### config.mk
export PLATFORM = sky130hd
export DESIGN_NAME = motion_sensor_pose_calibrator
export DESIGN_NICKNAME = d
export VERILOG_FILES = /design/src/rtl/mspc_pkg.sv /design/src/rtl/mspc_mac.sv /design/src/rtl/mspc_sqrt.sv /design/src/rtl/mspc_div.sv /design/src/rtl/motion_sensor_pose_calibrator.sv
export SDC_FILE = /design/constraint.sdc
export NUM_CORES = 2
export LEC_CHECK = 0
export BUFFER_PORTS_ARGS = -buffer_cell sky130_fd_sc_hd__buf_4
export CORE_MARGIN = 3
export CORE_UTILIZATION = 54
export DETAILED_ROUTE_END_ITERATION = 10
export PLACE_DENSITY = 0.7
export SLEW_MARGIN = 20
export SYNTH_ARGS = -nofsm -noshare
export SYNTH_HDL_FRONTEND = slang
export SYNTH_SLANG_ARGS = --single-unit
### constraint.sdc
create_clock -name clock -period 13.4 [get_ports clock]
set_input_delay 1.34 -clock clock [delete_from_list [all_inputs] [get_ports clock]]
set_output_delay 1.34 -clock clock [all_outputs]
set_load 0.05 [all_outputs]
### src/rtl/mspc_pkg.sv
`default_nettype none
package mspc_pkg;

   localparam int SENSOR_COUNT = 2;
   localparam int SIDX_W      = (SENSOR_COUNT > 1) ? $clog2(SENSOR_COUNT) : 1;
   localparam int ACC_W       = 38;
   localparam int RAD_W       = 35;
   localparam int ROOT_W      = 26;
   localparam int DVD_W       = 39;
   localparam int QUO_W       = 17;
   localparam logic [14:0] DIST_RESET = 15'd100;
   localparam logic signed [15:0] Q_ONE = 16'sh7fff;

   typedef struct packed {
      logic en;
      logic clr;
      logic neg;
   } mac_op_type;

   function automatic logic signed [15:0] sat16(input logic signed [23:0] v);
      logic signed [15:0] r;
      if (v > 24'sd32767) begin
         r = 16'sh7fff;
      end else if (v < -24'sd32768) begin
         r = 16'sh8000;
      end else begin
         r = v[15:0];
      end
      return r;
   endfunction

   // sign of term j in hamilton product component c
   function automatic logic qmul_neg(input logic [1:0] c, input logic [1:0] j);
      logic n;
      case (c)
         2'd0: n = (j != 2'd0);
         2'd1: n = (j == 2'd3);
         2'd2: n = (j == 2'd1);
         2'd3: n = (j == 2'd2);
         default: n = 1'b0;
      endcase
      return n;
   endfunction

endpackage
`default_nettype wire

### src/rtl/mspc_mac.sv
`default_nettype none
module mspc_mac (
   input  wire logic                              clock,
   input  wire mspc_pkg::mac_op_type              op,
   input  wire logic signed [17:0]                a,
   input  wire logic signed [17:0]                b,
   output logic signed [mspc_pkg::ACC_W-1:0]      acc
);
   import mspc_pkg::*;

   logic signed [35:0]      prod;
   logic signed [ACC_W-1:0] term;
   logic signed [ACC_W-1:0] acc_ff;
   logic signed [ACC_W-1:0] acc_in;

   always_comb begin
      prod = a * b;
      term = op.neg ? -ACC_W'(prod) : ACC_W'(prod);
      acc_in = op.clr ? term : acc_ff + term;
   end

   always_ff @(posedge clock) begin
      if (op.en) begin
         acc_ff <= acc_in;
      end
   end

   assign acc = acc_ff;
endmodule
`default_nettype wire

### src/rtl/mspc_sqrt.sv
`default_nettype none
module mspc_sqrt (
   input  wire logic                            clock,
   input  wire logic                            reset,
   input  wire logic                            start,
   input  wire logic [mspc_pkg::RAD_W-1:0]      radicand,
   output logic                                 done,
   output logic [mspc_pkg::ROOT_W-1:0]          root
);
   import mspc_pkg::*;

   logic [51:0]       v_ff, v_in;
   logic [27:0]       rem_ff, rem_in;
   logic [ROOT_W-1:0] root_ff, root_in;
   logic [4:0]        cnt_ff, cnt_in;
   logic              busy_ff, busy_in;
   logic              done_ff, done_in;
   logic [29:0]       rem_n;
   logic [29:0]       trial;
   logic              ge;

   // two radicand bits per step, radicand shifted up by 16
   always_comb begin
      rem_n = {rem_ff, v_ff[51:50]};
      trial = {2'b00, root_ff, 2'b01};
      ge = (rem_n >= trial);
      v_in = v_ff;
      rem_in = rem_ff;
      root_in = root_ff;
      cnt_in = cnt_ff;
      busy_in = busy_ff;
      done_in = 1'b0;
      if (start) begin
         v_in = {1'b0, radicand, 16'b0};
         rem_in = '0;
         root_in = '0;
         cnt_in = 5'(ROOT_W - 1);
         busy_in = 1'b1;
      end else if (busy_ff) begin
         v_in = {v_ff[49:0], 2'b00};
         rem_in = ge ? 28'(rem_n - trial) : 28'(rem_n);
         root_in = {root_ff[ROOT_W-2:0], ge};
         cnt_in = cnt_ff - 5'd1;
         if (cnt_ff == 5'd0) begin
            busy_in = 1'b0;
            done_in = 1'b1;
         end
      end
   end

   always_ff @(posedge clock) begin
      if (reset) begin
         busy_ff <= 1'b0;
         done_ff <= 1'b0;
      end else begin
         busy_ff <= busy_in;
         done_ff <= done_in;
      end
      v_ff <= v_in;
      rem_ff <= rem_in;
      root_ff <= root_in;
      cnt_ff <= cnt_in;
   end

   assign done = done_ff;
   assign root = root_ff;
endmodule
`default_nettype wire

### src/rtl/mspc_div.sv
`default_nettype none
module mspc_div (
   input  wire logic                            clock,
   input  wire logic                            reset,
   input  wire logic                            start,
   input  wire logic [mspc_pkg::DVD_W-1:0]      dividend,
   input  wire logic [mspc_pkg::ROOT_W-1:0]     divisor,
   output logic                                 done,
   output logic [mspc_pkg::QUO_W-1:0]           quotient
);
   import mspc_pkg::*;

   logic [ROOT_W-1:0] rem_ff, rem_in;
   logic [QUO_W-1:0]  num_ff, num_in;
   logic [QUO_W-1:0]  quo_ff, quo_in;
   logic [4:0]        cnt_ff, cnt_in;
   logic              busy_ff, busy_in;
   logic              done_ff, done_in;
   logic [ROOT_W:0]   rem_n;
   logic              ge;

   // quotient is known to fit QUO_W bits, so upper dividend bits seed the remainder
   always_comb begin
      rem_n = {rem_ff, num_ff[QUO_W-1]};
      ge = (rem_n >= {1'b0, divisor});
      rem_in = rem_ff;
      num_in = num_ff;
      quo_in = quo_ff;
      cnt_in = cnt_ff;
      busy_in = busy_ff;
      done_in = 1'b0;
      if (start) begin
         rem_in = ROOT_W'(dividend[DVD_W-1:QUO_W]);
         num_in = dividend[QUO_W-1:0];
         quo_in = '0;
         cnt_in = 5'(QUO_W - 1);
         busy_in = 1'b1;
      end else if (busy_ff) begin
         rem_in = ge ? ROOT_W'(rem_n - {1'b0, divisor}) : ROOT_W'(rem_n);
         num_in = {num_ff[QUO_W-2:0], 1'b0};
         quo_in = {quo_ff[QUO_W-2:0], ge};
         cnt_in = cnt_ff - 5'd1;
         if (cnt_ff == 5'd0) begin
            busy_in = 1'b0;
            done_in = 1'b1;
         end
      end
   end

   always_ff @(posedge clock) begin
      if (reset) begin
         busy_ff <= 1'b0;
         done_ff <= 1'b0;
      end else begin
         busy_ff <= busy_in;
         done_ff <= done_in;
      end
      rem_ff <= rem_in;
      num_ff <= num_in;
      quo_ff <= quo_in;
      cnt_ff <= cnt_in;
   end

   assign done = done_ff;
   assign quotient = quo_ff;
endmodule
`default_nettype wire

### src/rtl/motion_sensor_pose_calibrator.sv
// timing from req beat to rsp_valid is set by the 26-step square root, four 17-step divisions
//   and the steps through the one shared multiply-accumulate unit, fewer when docked or
//   uncalibrated; a zero quaternion skips the square root and the divisions
// records: one at a time, the next accepted once the last leaves ST_DONE, later while rsp stalls;
//   a finished result waits in the output register while the next record is accepted
// reset: synchronous, clears calibration, mirror, sign and previous positions, identity inverses
`default_nettype none
module motion_sensor_pose_calibrator (
   input  wire logic               clock,
   input  wire logic               reset,
   input  wire logic               csr_valid,
   output logic                    csr_ready,
   input  wire logic [14:0]        csr_dock_distance_mm,
   input  wire logic               req_valid,
   output logic                    req_ready,
   input  wire logic               req_sensor_id,
   input  wire logic signed [15:0] req_raw_pos_x,
   input  wire logic signed [15:0] req_raw_pos_y,
   input  wire logic signed [15:0] req_raw_pos_z,
   input  wire logic signed [15:0] req_raw_quat_w,
   input  wire logic signed [15:0] req_raw_quat_x,
   input  wire logic signed [15:0] req_raw_quat_y,
   input  wire logic signed [15:0] req_raw_quat_z,
   input  wire logic [7:0]         req_button_byte,
   output logic                    rsp_valid,
   input  wire logic               rsp_ready,
   output logic                    rsp_out_sensor,
   output logic signed [15:0]      rsp_pos_x,
   output logic signed [15:0]      rsp_pos_y,
   output logic signed [15:0]      rsp_pos_z,
   output logic signed [15:0]      rsp_quat_w,
   output logic signed [15:0]      rsp_quat_x,
   output logic signed [15:0]      rsp_quat_y,
   output logic signed [15:0]      rsp_quat_z,
   output logic                    rsp_docked,
   output logic                    rsp_calibrated,
   output logic [6:0]              rsp_button_bits
);
   import mspc_pkg::*;

   typedef enum logic [9:0] {
      ST_IDLE = 10'b0000000001,
      ST_SQ   = 10'b0000000010,
      ST_DSQ  = 10'b0000000100,
      ST_SQRT = 10'b0000001000,
      ST_DIV  = 10'b0000010000,
      ST_UPD  = 10'b0000100000,
      ST_QMUL = 10'b0001000000,
      ST_POS  = 10'b0010000000,
      ST_DOT  = 10'b0100000000,
      ST_DONE = 10'b1000000000
   } state_type;

   state_type state_ff, state_in;
   logic [4:0]  k_ff, k_in;
   logic        wait_ff, wait_in;
   logic        rsp_valid_ff;
   logic [14:0] dist_ff;

   logic              sid_ff;
   logic [SIDX_W-1:0] s_ff;
   logic signed [16:0] q_ff [4];
   logic signed [15:0] p_ff [3];
   logic [7:0]         btn_ff;
   logic [RAD_W-1:0]   sum_ff;
   logic               dock_ff;
   logic signed [15:0] nq_ff [4];
   logic signed [15:0] rq_ff [4];
   logic signed [16:0] pt_ff [3];

   logic               calv_ff [SENSOR_COUNT];
   logic               mir_ff  [SENSOR_COUNT];
   logic               xs_ff   [SENSOR_COUNT];
   logic signed [15:0] prev_ff [SENSOR_COUNT][3];
   logic signed [15:0] inv_ff  [SENSOR_COUNT][4];

   logic               out_sensor_ff;
   logic signed [15:0] out_pos_ff [3];
   logic signed [15:0] out_quat_ff [4];
   logic               out_docked_ff;
   logic               out_cal_ff;
   logic [6:0]         out_btn_ff;

   mac_op_type                mac_op;
   logic signed [17:0]        mac_a, mac_b;
   logic signed [ACC_W-1:0]   acc;
   logic                      sq_start, sq_done;
   logic [ROOT_W-1:0]         sq_root;
   logic                      dv_start, dv_done;
   logic [DVD_W-1:0]          dv_dividend;
   logic [QUO_W-1:0]          dv_quo;
   logic signed [16:0]        q_cur;
   logic [15:0]               mag;
   logic [SIDX_W-1:0]         s_req;
   logic                      out_load;
   logic                      dock_mir;
   logic signed [16:0]        tx;
   logic signed [16:0]        px;
   logic signed [23:0]        rnd;

   mspc_mac u_mac (
      .clock (clock),
      .op    (mac_op),
      .a     (mac_a),
      .b     (mac_b),
      .acc   (acc)
   );

   mspc_sqrt u_sqrt (
      .clock    (clock),
      .reset    (reset),
      .start    (sq_start),
      .radicand (sum_ff),
      .done     (sq_done),
      .root     (sq_root)
   );

   mspc_div u_div (
      .clock    (clock),
      .reset    (reset),
      .start    (dv_start),
      .dividend (dv_dividend),
      .divisor  (sq_root),
      .done     (dv_done),
      .quotient (dv_quo)
   );

   assign req_ready = (state_ff == ST_IDLE);
   assign csr_ready = 1'b1;
   assign out_load = (state_ff == ST_DONE) && (!rsp_valid_ff || rsp_ready);

   always_comb begin
      s_req = (32'(req_sensor_id) < SENSOR_COUNT) ? SIDX_W'(req_sensor_id)
                                                  : SIDX_W'(SENSOR_COUNT - 1);
      q_cur = q_ff[k_ff[1:0]];
      mag = q_cur[16] ? 16'(-q_cur) : q_cur[15:0];
      dv_dividend = DVD_W'({mag, 23'b0}) + DVD_W'(sq_root >> 1);
      dock_mir = (p_ff[1] > 16'sd0) || (p_ff[2] > 16'sd0);
      tx = dock_mir ? -17'(p_ff[0]) : 17'(p_ff[0]);
      px = xs_ff[s_ff] ? -17'(p_ff[0]) : 17'(p_ff[0]);
      rnd = 24'((acc + ACC_W'(16384)) >>> 15);
   end

   // operand select for the shared multiply-accumulate
   always_comb begin
      mac_op = '0;
      mac_a = '0;
      mac_b = '0;
      case (state_ff)
         ST_SQ: begin
            mac_op.en = 1'b1;
            mac_op.clr = (k_ff == 5'd0);
            mac_a = 18'(q_cur);
            mac_b = 18'(q_cur);
         end
         ST_DSQ: begin
            mac_op.clr = (k_ff == 5'd0);
            case (k_ff)
               5'd0, 5'd1, 5'd2: begin
                  mac_op.en = 1'b1;
                  mac_a = 18'(p_ff[k_ff[1:0]]);
                  mac_b = 18'(p_ff[k_ff[1:0]]);
               end
               5'd3: begin
                  // subtract radius squared, sign gives the docking test
                  mac_op.en = 1'b1;
                  mac_op.neg = 1'b1;
                  mac_a = $signed({3'b000, dist_ff});
                  mac_b = $signed({3'b000, dist_ff});
               end
               default: mac_op.en = 1'b0;
            endcase
         end
         ST_QMUL: begin
            if (!k_ff[4]) begin
               mac_op.en = 1'b1;
               mac_op.clr = (k_ff[1:0] == 2'd0);
               mac_op.neg = qmul_neg(k_ff[3:2], k_ff[1:0]);
               mac_a = 18'(nq_ff[k_ff[1:0]]);
               mac_b = 18'(inv_ff[s_ff][k_ff[1:0] ^ k_ff[3:2]]);
            end
         end
         ST_DOT: begin
            if (k_ff < 5'd3) begin
               mac_op.en = 1'b1;
               mac_op.clr = (k_ff == 5'd0);
               mac_a = 18'(pt_ff[k_ff[1:0]]);
               mac_b = 18'(prev_ff[s_ff][k_ff[1:0]]);
            end
         end
         default: mac_op = '0;
      endcase
   end

   always_comb begin
      state_in = state_ff;
      k_in = k_ff;
      wait_in = wait_ff;
      sq_start = 1'b0;
      dv_start = 1'b0;
      case (state_ff)
         ST_IDLE: begin
            if (req_valid) begin
               state_in = ST_SQ;
               k_in = '0;
            end
         end
         ST_SQ: begin
            k_in = k_ff + 5'd1;
            if (k_ff == 5'd3) begin
               state_in = ST_DSQ;
               k_in = '0;
            end
         end
         ST_DSQ: begin
            k_in = k_ff + 5'd1;
            if (k_ff == 5'd4) begin
               k_in = '0;
               wait_in = 1'b0;
               state_in = (sum_ff == '0) ? ST_UPD : ST_SQRT;
            end
         end
         ST_SQRT: begin
            if (!wait_ff) begin
               sq_start = 1'b1;
               wait_in = 1'b1;
            end else if (sq_done) begin
               wait_in = 1'b0;
               k_in = '0;
               state_in = ST_DIV;
            end
         end
         ST_DIV: begin
            if (!wait_ff) begin
               dv_start = 1'b1;
               wait_in = 1'b1;
            end else if (dv_done) begin
               wait_in = 1'b0;
               k_in = k_ff + 5'd1;
               if (k_ff == 5'd3) begin
                  state_in = ST_UPD;
               end
            end
         end
         ST_UPD: begin
            k_in = '0;
            state_in = (calv_ff[s_ff] || dock_ff) ? ST_QMUL : ST_POS;
         end
         ST_QMUL: begin
            k_in = k_ff + 5'd1;
            if (k_ff == 5'd16) begin
               state_in = ST_POS;
            end
         end
         ST_POS: begin
            k_in = '0;
            state_in = (calv_ff[s_ff] && !dock_ff) ? ST_DOT : ST_DONE;
         end
         ST_DOT: begin
            k_in = k_ff + 5'd1;
            if (k_ff == 5'd3) begin
               state_in = ST_DONE;
            end
         end
         ST_DONE: begin
            if (out_load) begin
               state_in = ST_IDLE;
            end
         end
         default: state_in = ST_IDLE;
      endcase
   end

   always_ff @(posedge clock) begin
      if (reset) begin
         state_ff <= ST_IDLE;
         k_ff <= '0;
         wait_ff <= 1'b0;
      end else begin
         state_ff <= state_in;
         k_ff <= k_in;
         wait_ff <= wait_in;
      end
   end

   always_ff @(posedge clock) begin
      if (reset) begin
         rsp_valid_ff <= 1'b0;
      end else if (out_load) begin
         rsp_valid_ff <= 1'b1;
      end else if (rsp_ready) begin
         rsp_valid_ff <= 1'b0;
      end
   end

   always_ff @(posedge clock) begin
      if (reset) begin
         dist_ff <= DIST_RESET;
      end else if (csr_valid) begin
         dist_ff <= csr_dock_distance_mm;
      end
   end

   // record capture and working values
   always_ff @(posedge clock) begin
      if (state_ff == ST_IDLE && req_valid) begin
         sid_ff <= req_sensor_id;
         s_ff <= s_req;
         p_ff[0] <= req_raw_pos_x;
         p_ff[1] <= req_raw_pos_y;
         p_ff[2] <= req_raw_pos_z;
         q_ff[0] <= 17'(req_raw_quat_w);
         q_ff[1] <= 17'(req_raw_quat_x);
         q_ff[2] <= -17'(req_raw_quat_y);
         q_ff[3] <= -17'(req_raw_quat_z);
         btn_ff <= req_button_byte;
      end
      if (state_ff == ST_DSQ && k_ff == 5'd0) begin
         sum_ff <= acc[RAD_W-1:0];
      end
      if (state_ff == ST_DSQ && k_ff == 5'd4) begin
         dock_ff <= acc[ACC_W-1];
         if (sum_ff == '0) begin
            nq_ff[0] <= Q_ONE;
            nq_ff[1] <= '0;
            nq_ff[2] <= '0;
            nq_ff[3] <= '0;
         end
      end
      if (state_ff == ST_DIV && wait_ff && dv_done) begin
         nq_ff[k_ff[1:0]] <= q_cur[16] ? sat16(-24'(dv_quo)) : sat16(24'(dv_quo));
      end
      if (state_ff == ST_QMUL && k_ff != 5'd0 && k_ff[1:0] == 2'd0) begin
         rq_ff[k_ff[3:2] - 2'd1] <= sat16(rnd);
      end
      if (state_ff == ST_POS) begin
         if (calv_ff[s_ff]) begin
            pt_ff[0] <= mir_ff[s_ff] ? -px : px;
            pt_ff[1] <= mir_ff[s_ff] ? -17'(p_ff[1]) : 17'(p_ff[1]);
            pt_ff[2] <= mir_ff[s_ff] ? -17'(p_ff[2]) : 17'(p_ff[2]);
         end else begin
            pt_ff[0] <= 17'(p_ff[0]);
            pt_ff[1] <= 17'(p_ff[1]);
            pt_ff[2] <= 17'(p_ff[2]);
         end
      end
      if (state_ff == ST_DOT && k_ff == 5'd3 && acc[ACC_W-1]) begin
         pt_ff[0] <= -pt_ff[0];
         pt_ff[1] <= -pt_ff[1];
         pt_ff[2] <= -pt_ff[2];
      end
   end

   // per-sensor calibration state
   always_ff @(posedge clock) begin
      if (reset) begin
         for (int i = 0; i < SENSOR_COUNT; i++) begin
            calv_ff[i] <= 1'b0;
            mir_ff[i] <= 1'b0;
            xs_ff[i] <= 1'b0;
            prev_ff[i][0] <= '0;
            prev_ff[i][1] <= '0;
            prev_ff[i][2] <= '0;
            inv_ff[i][0] <= Q_ONE;
            inv_ff[i][1] <= '0;
            inv_ff[i][2] <= '0;
            inv_ff[i][3] <= '0;
         end
      end else begin
         if (state_ff == ST_UPD && dock_ff) begin
            calv_ff[s_ff] <= 1'b1;
            inv_ff[s_ff][0] <= nq_ff[0];
            inv_ff[s_ff][1] <= sat16(-24'(nq_ff[1]));
            inv_ff[s_ff][2] <= sat16(-24'(nq_ff[2]));
            inv_ff[s_ff][3] <= sat16(-24'(nq_ff[3]));
            mir_ff[s_ff] <= dock_mir;
            if (s_ff == '0) begin
               xs_ff[s_ff] <= !(tx < 17'sd0);
            end else begin
               xs_ff[s_ff] <= !(tx > 17'sd0);
            end
         end
         if (state_ff == ST_DOT && k_ff == 5'd3 && acc[ACC_W-1]) begin
            mir_ff[s_ff] <= !mir_ff[s_ff];
         end
         if (out_load) begin
            prev_ff[s_ff][0] <= sat16(24'(pt_ff[0]));
            prev_ff[s_ff][1] <= sat16(24'(pt_ff[1]));
            prev_ff[s_ff][2] <= sat16(24'(pt_ff[2]));
         end
      end
   end

   always_ff @(posedge clock) begin
      if (out_load) begin
         out_sensor_ff <= sid_ff;
         out_pos_ff[0] <= sat16(24'(pt_ff[0]));
         out_pos_ff[1] <= sat16(24'(pt_ff[1]));
         out_pos_ff[2] <= sat16(24'(pt_ff[2]));
         for (int i = 0; i < 4; i++) begin
            out_quat_ff[i] <= calv_ff[s_ff] ? rq_ff[i] : nq_ff[i];
         end
         out_docked_ff <= dock_ff;
         out_cal_ff <= calv_ff[s_ff];
         out_btn_ff <= {btn_ff[6], btn_ff[0], btn_ff[4], btn_ff[1],
                        btn_ff[3], btn_ff[2], btn_ff[5]};
      end
   end

   assign rsp_valid = rsp_valid_ff;
   assign rsp_out_sensor = out_sensor_ff;
   assign rsp_pos_x = out_pos_ff[0];
   assign rsp_pos_y = out_pos_ff[1];
   assign rsp_pos_z = out_pos_ff[2];
   assign rsp_quat_w = out_quat_ff[0];
   assign rsp_quat_x = out_quat_ff[1];
   assign rsp_quat_y = out_quat_ff[2];
   assign rsp_quat_z = out_quat_ff[3];
   assign rsp_docked = out_docked_ff;
   assign rsp_calibrated = out_cal_ff;
   assign rsp_button_bits = out_btn_ff;
endmodule
`default_nettype wire
==> flow_summary.yaml <==
sta:
  rsz0062_at_grt: "no"
  setup-tns-final_ps: 0
  drv_slew: 0
  finalHoldViolCount: 0
  finalSetupViolCount: 0
  fin_skew_ps: 36.17
  maxSlewHeadroom_pct: 18.48
  fmax_mhz: 79.05
  fin_crit_ps: 12650
  whs_ps: 414.9
  period_share_pct: 94.41
  worst_pin_slew_ps: 1210
synthesis:
  ys.flop_type: "edfxtp_1"
  avgSynthCellArea_um2: 10.16
  synth_cell_types: 101
  syn_nets: 6726
  yosysSeqAreaShare_pct: 43.17
  yosys_warnings: 0
  synthArstFlopShare_pct: 0
  syn_inst: 6049
  synth_edf_count: 799
  synthesis.area_um2: 61470
  ys_ff_latch: 926
flow_run:
  drv_cap: 0
global_route:
  grt_pass1_vias: 45300
  grt_overflow_total: 0
  grt_first_pass_wirelength_um: 271900
  antenna_found_initial: 4
  grt_usage_pct: 30.33
  grt_max_degree: 77
final_layout:
  nNetsFinal: 6892
  layout.cells.non_filler: 7800
  area_delta_synth_final_pct: 11.27
  final_area_um2: 68390
  layout_common_cells: "799 x edfxtp_1, 733 x nor2_1, 690 x nand2_1"
  final_common_cell: "edfxtp_1"
  drive_gt1_share_pct: 11.86
drt:
  drtIter0Drc: 4740
  dr.pass1.iters: 6
  avgViaCountPerCell: 5.987
  num_vias: 46700
  drc: 0
  finalWirelength_um: 179900
  wl_per_cell_um: 23.06
  ant_nets: 0
status:
  status: "finished clean"
setup_path:
  cp_max_fo: 17
  slowest_delay_ps: 760
  crit_start: "k_ff[1]$_SDFFE_PP0P_"
  worstSetupStartpointType: "register"
  path_class: "reg -> reg"
  crit_family: "adder cells"
  cp_common_cell: "fa_1"
  r2r_start: "k_ff[1]$_SDFFE_PP0P_"
  path_buf_inv: 8
  end_kind: "register"
  cp.arrival_ps: 13070
  required_ps: 13820
  cp_slowest_cell: "a22oi_1"
place:
  post_dp_cell_area_um2: 65070
  hpwl_um: 135000
  placed_cells: 7616
  port_buffers: 263
  place_congestion: 0.9707
clock_network:
  cts_buffer_depth: 3
  htree_num_levels: 3
  clk_latency_ps: 700
  hold_buffers: 0
  clkSinkCount: 926
  path_clk_slew_ps: 60
  cts_tree: "built"
  numCtsBuffers: 97
  cts_root_buf: "clkbuf_16"
floorplanning:
  core-area_um2: 112700
  start_util_pct: 54.56
  die_h_um: 343.4
  ioPinCount: 266
  fp.dieW_um: 343.4
  die_area_um2: 117900
  rows: 123
worst_hold_path:
  hold_path_startpoint: "btn_ff[3]$_DFFE_PP_"
  min_path_type: "reg -> reg"
power_and_ir_drop:
  peakVddDrop_v: 0.0001645
  powerDensity_nw_per_um2: 99.35
  p_leak_nw: 27.48
  p_total_mw: 6.795
[power by group]
part | internal (mW) | switching, mW | total [mW]
logic | 0.282 | 0.435 | 0.717
registers | 3.22 | 0.0751 | 3.29
clock network | 1.58 | 1.21 | 2.79
[path summary, 6_finish.rpt]
| path | end | slack (ps) | cells past startpoint |
|---|---|---|---|
| worst max-delay path | u_mac.acc[36]$_DFFE_PP_ | 750 | 42 |
| worst min-delay path | rsp_button_bits[2]$_DFFE_PP_ | 410 | 0 |
| worst max register to register | u_mac.acc[36]$_DFFE_PP_ | 750 | 42 |
| worst min register to register | rsp_button_bits[2]$_DFFE_PP_ | 410 | 0 |
[per-layer routing]
metal	global-route usage [%]	part of all wire, %
met5	0	0
met3	5.545	8.5
met2	48.08	47
met1	40.85	40
met4	13.85	5.1
[cell usage after synthesis (11+ instances only)]
cell      count  area (um2)
or3_1        74       462.9
mux2i_1     136        1361
mux2_2       40       450.4
clkbuf_1    254       953.4
o31ai_1      24       180.2
o21bai_1     16       120.1
o221ai_1     12       105.1
o211ai_1     17       127.6
nand2b_1     73       456.7
xnor2_1     211        1848
nor2_1      737        2766
and3_1       23       143.9
mux4_2       80        1802
nand4_1      37       231.5
or2_2        47       294.0
ha_1        214        2678
o21a_1       22       165.2
nor3b_1      12       90.09
a21boi_0     48       360.4
a211oi_1     33       247.7
inv_1       582        2185
and2_1       33       206.5
dfxtp_1     127        2542
or4_1        17       127.6
nand3_1      55       275.3
xor2_1      136        1191
a22oi_1      17       127.6
buf_1        18       67.56
nor4_1       53       331.6
fa_1        322        6446
a22o_1       12       105.1
buf_2        15       75.07
nor3_1      106       530.5
a31oi_1      37       231.5
nand2_1     691        2594
edfxtp_1    799       23990
a21o_1       63       473.0
o21ai_0     266        1331
a211o_1      11       96.34
nand3b_1     16       120.1
a21oi_1     335        1677
nor2b_1      66       412.9
[sequential cells by signal, summed over array words and instances, names as in the netlist, 28 cells and up, named ones only]
name,flops
sum_ff,35
p_ff,48
prev_ff,96
rq_ff,64
u_mac.acc,38
pt_ff,51
out_quat_ff,64
out_pos_ff,48
nq_ff,64
u_sqrt.rem_ff,28
inv_ff,128
q_ff,66
u_sqrt.v_ff,36
[through the flow]
step	util, %	setup slack (ps)
final	60.71	749.4
after global routing	60.70	163.2
after CTS	60.69	867.8
after detailed placement	57.76	925.0
after global placement	57.76	1062
after floorplan	-	1728
[cells by family after synthesis]
logic type / Yosys count / share of synthesized area [%]
compound gates: 1017 / 10.18
buf+inv: 875 / 5.407
flops: 926 / 43.17
other cells: 1 / 0.006101
fa+ha+maj: 536 / 14.84
simple gates: 2090 / 15.54
xor+xnor: 348 / 4.971
mux: 256 / 5.879
[worst reg2reg max path: cells and delay by family (launching register included)]
| kind | cells | cell delay, ps |
|---|---|---|
| AO/OA/AOI/OAI | 15 | 4320 |
| XOR/XNOR | 3 | 430 |
| multiplexers | 1 | 270 |
| adder cells (fa/ha/maj) | 9 | 4350 |
| flip-flops | 1 | 330 |
| buffers and inverters | 8 | 1340 |
| AND/OR/NAND/NOR | 6 | 1350 |
[what timing repair did]
action | in CTS | in global routing
gates resized for setup | 0 | 1
setup endpoints to repair | 0 | 2
setup buffers | 0 | 0
[layout make-up]
type / count / area [um2]
Sequential cell: 926 / 26550
Clock inverter: 57 / 583.1
Antenna cell: 3 / 7.507
Tap cell: 1500 / 1877
Clock buffer: 124 / 2713
Fill cell: 9342 / 44260
Timing Repair Buffer: 359 / 2695
Inverter: 583 / 2196
Multi-Input combinational cell: 4248 / 31770
Power figures use the tool's default switching activity.
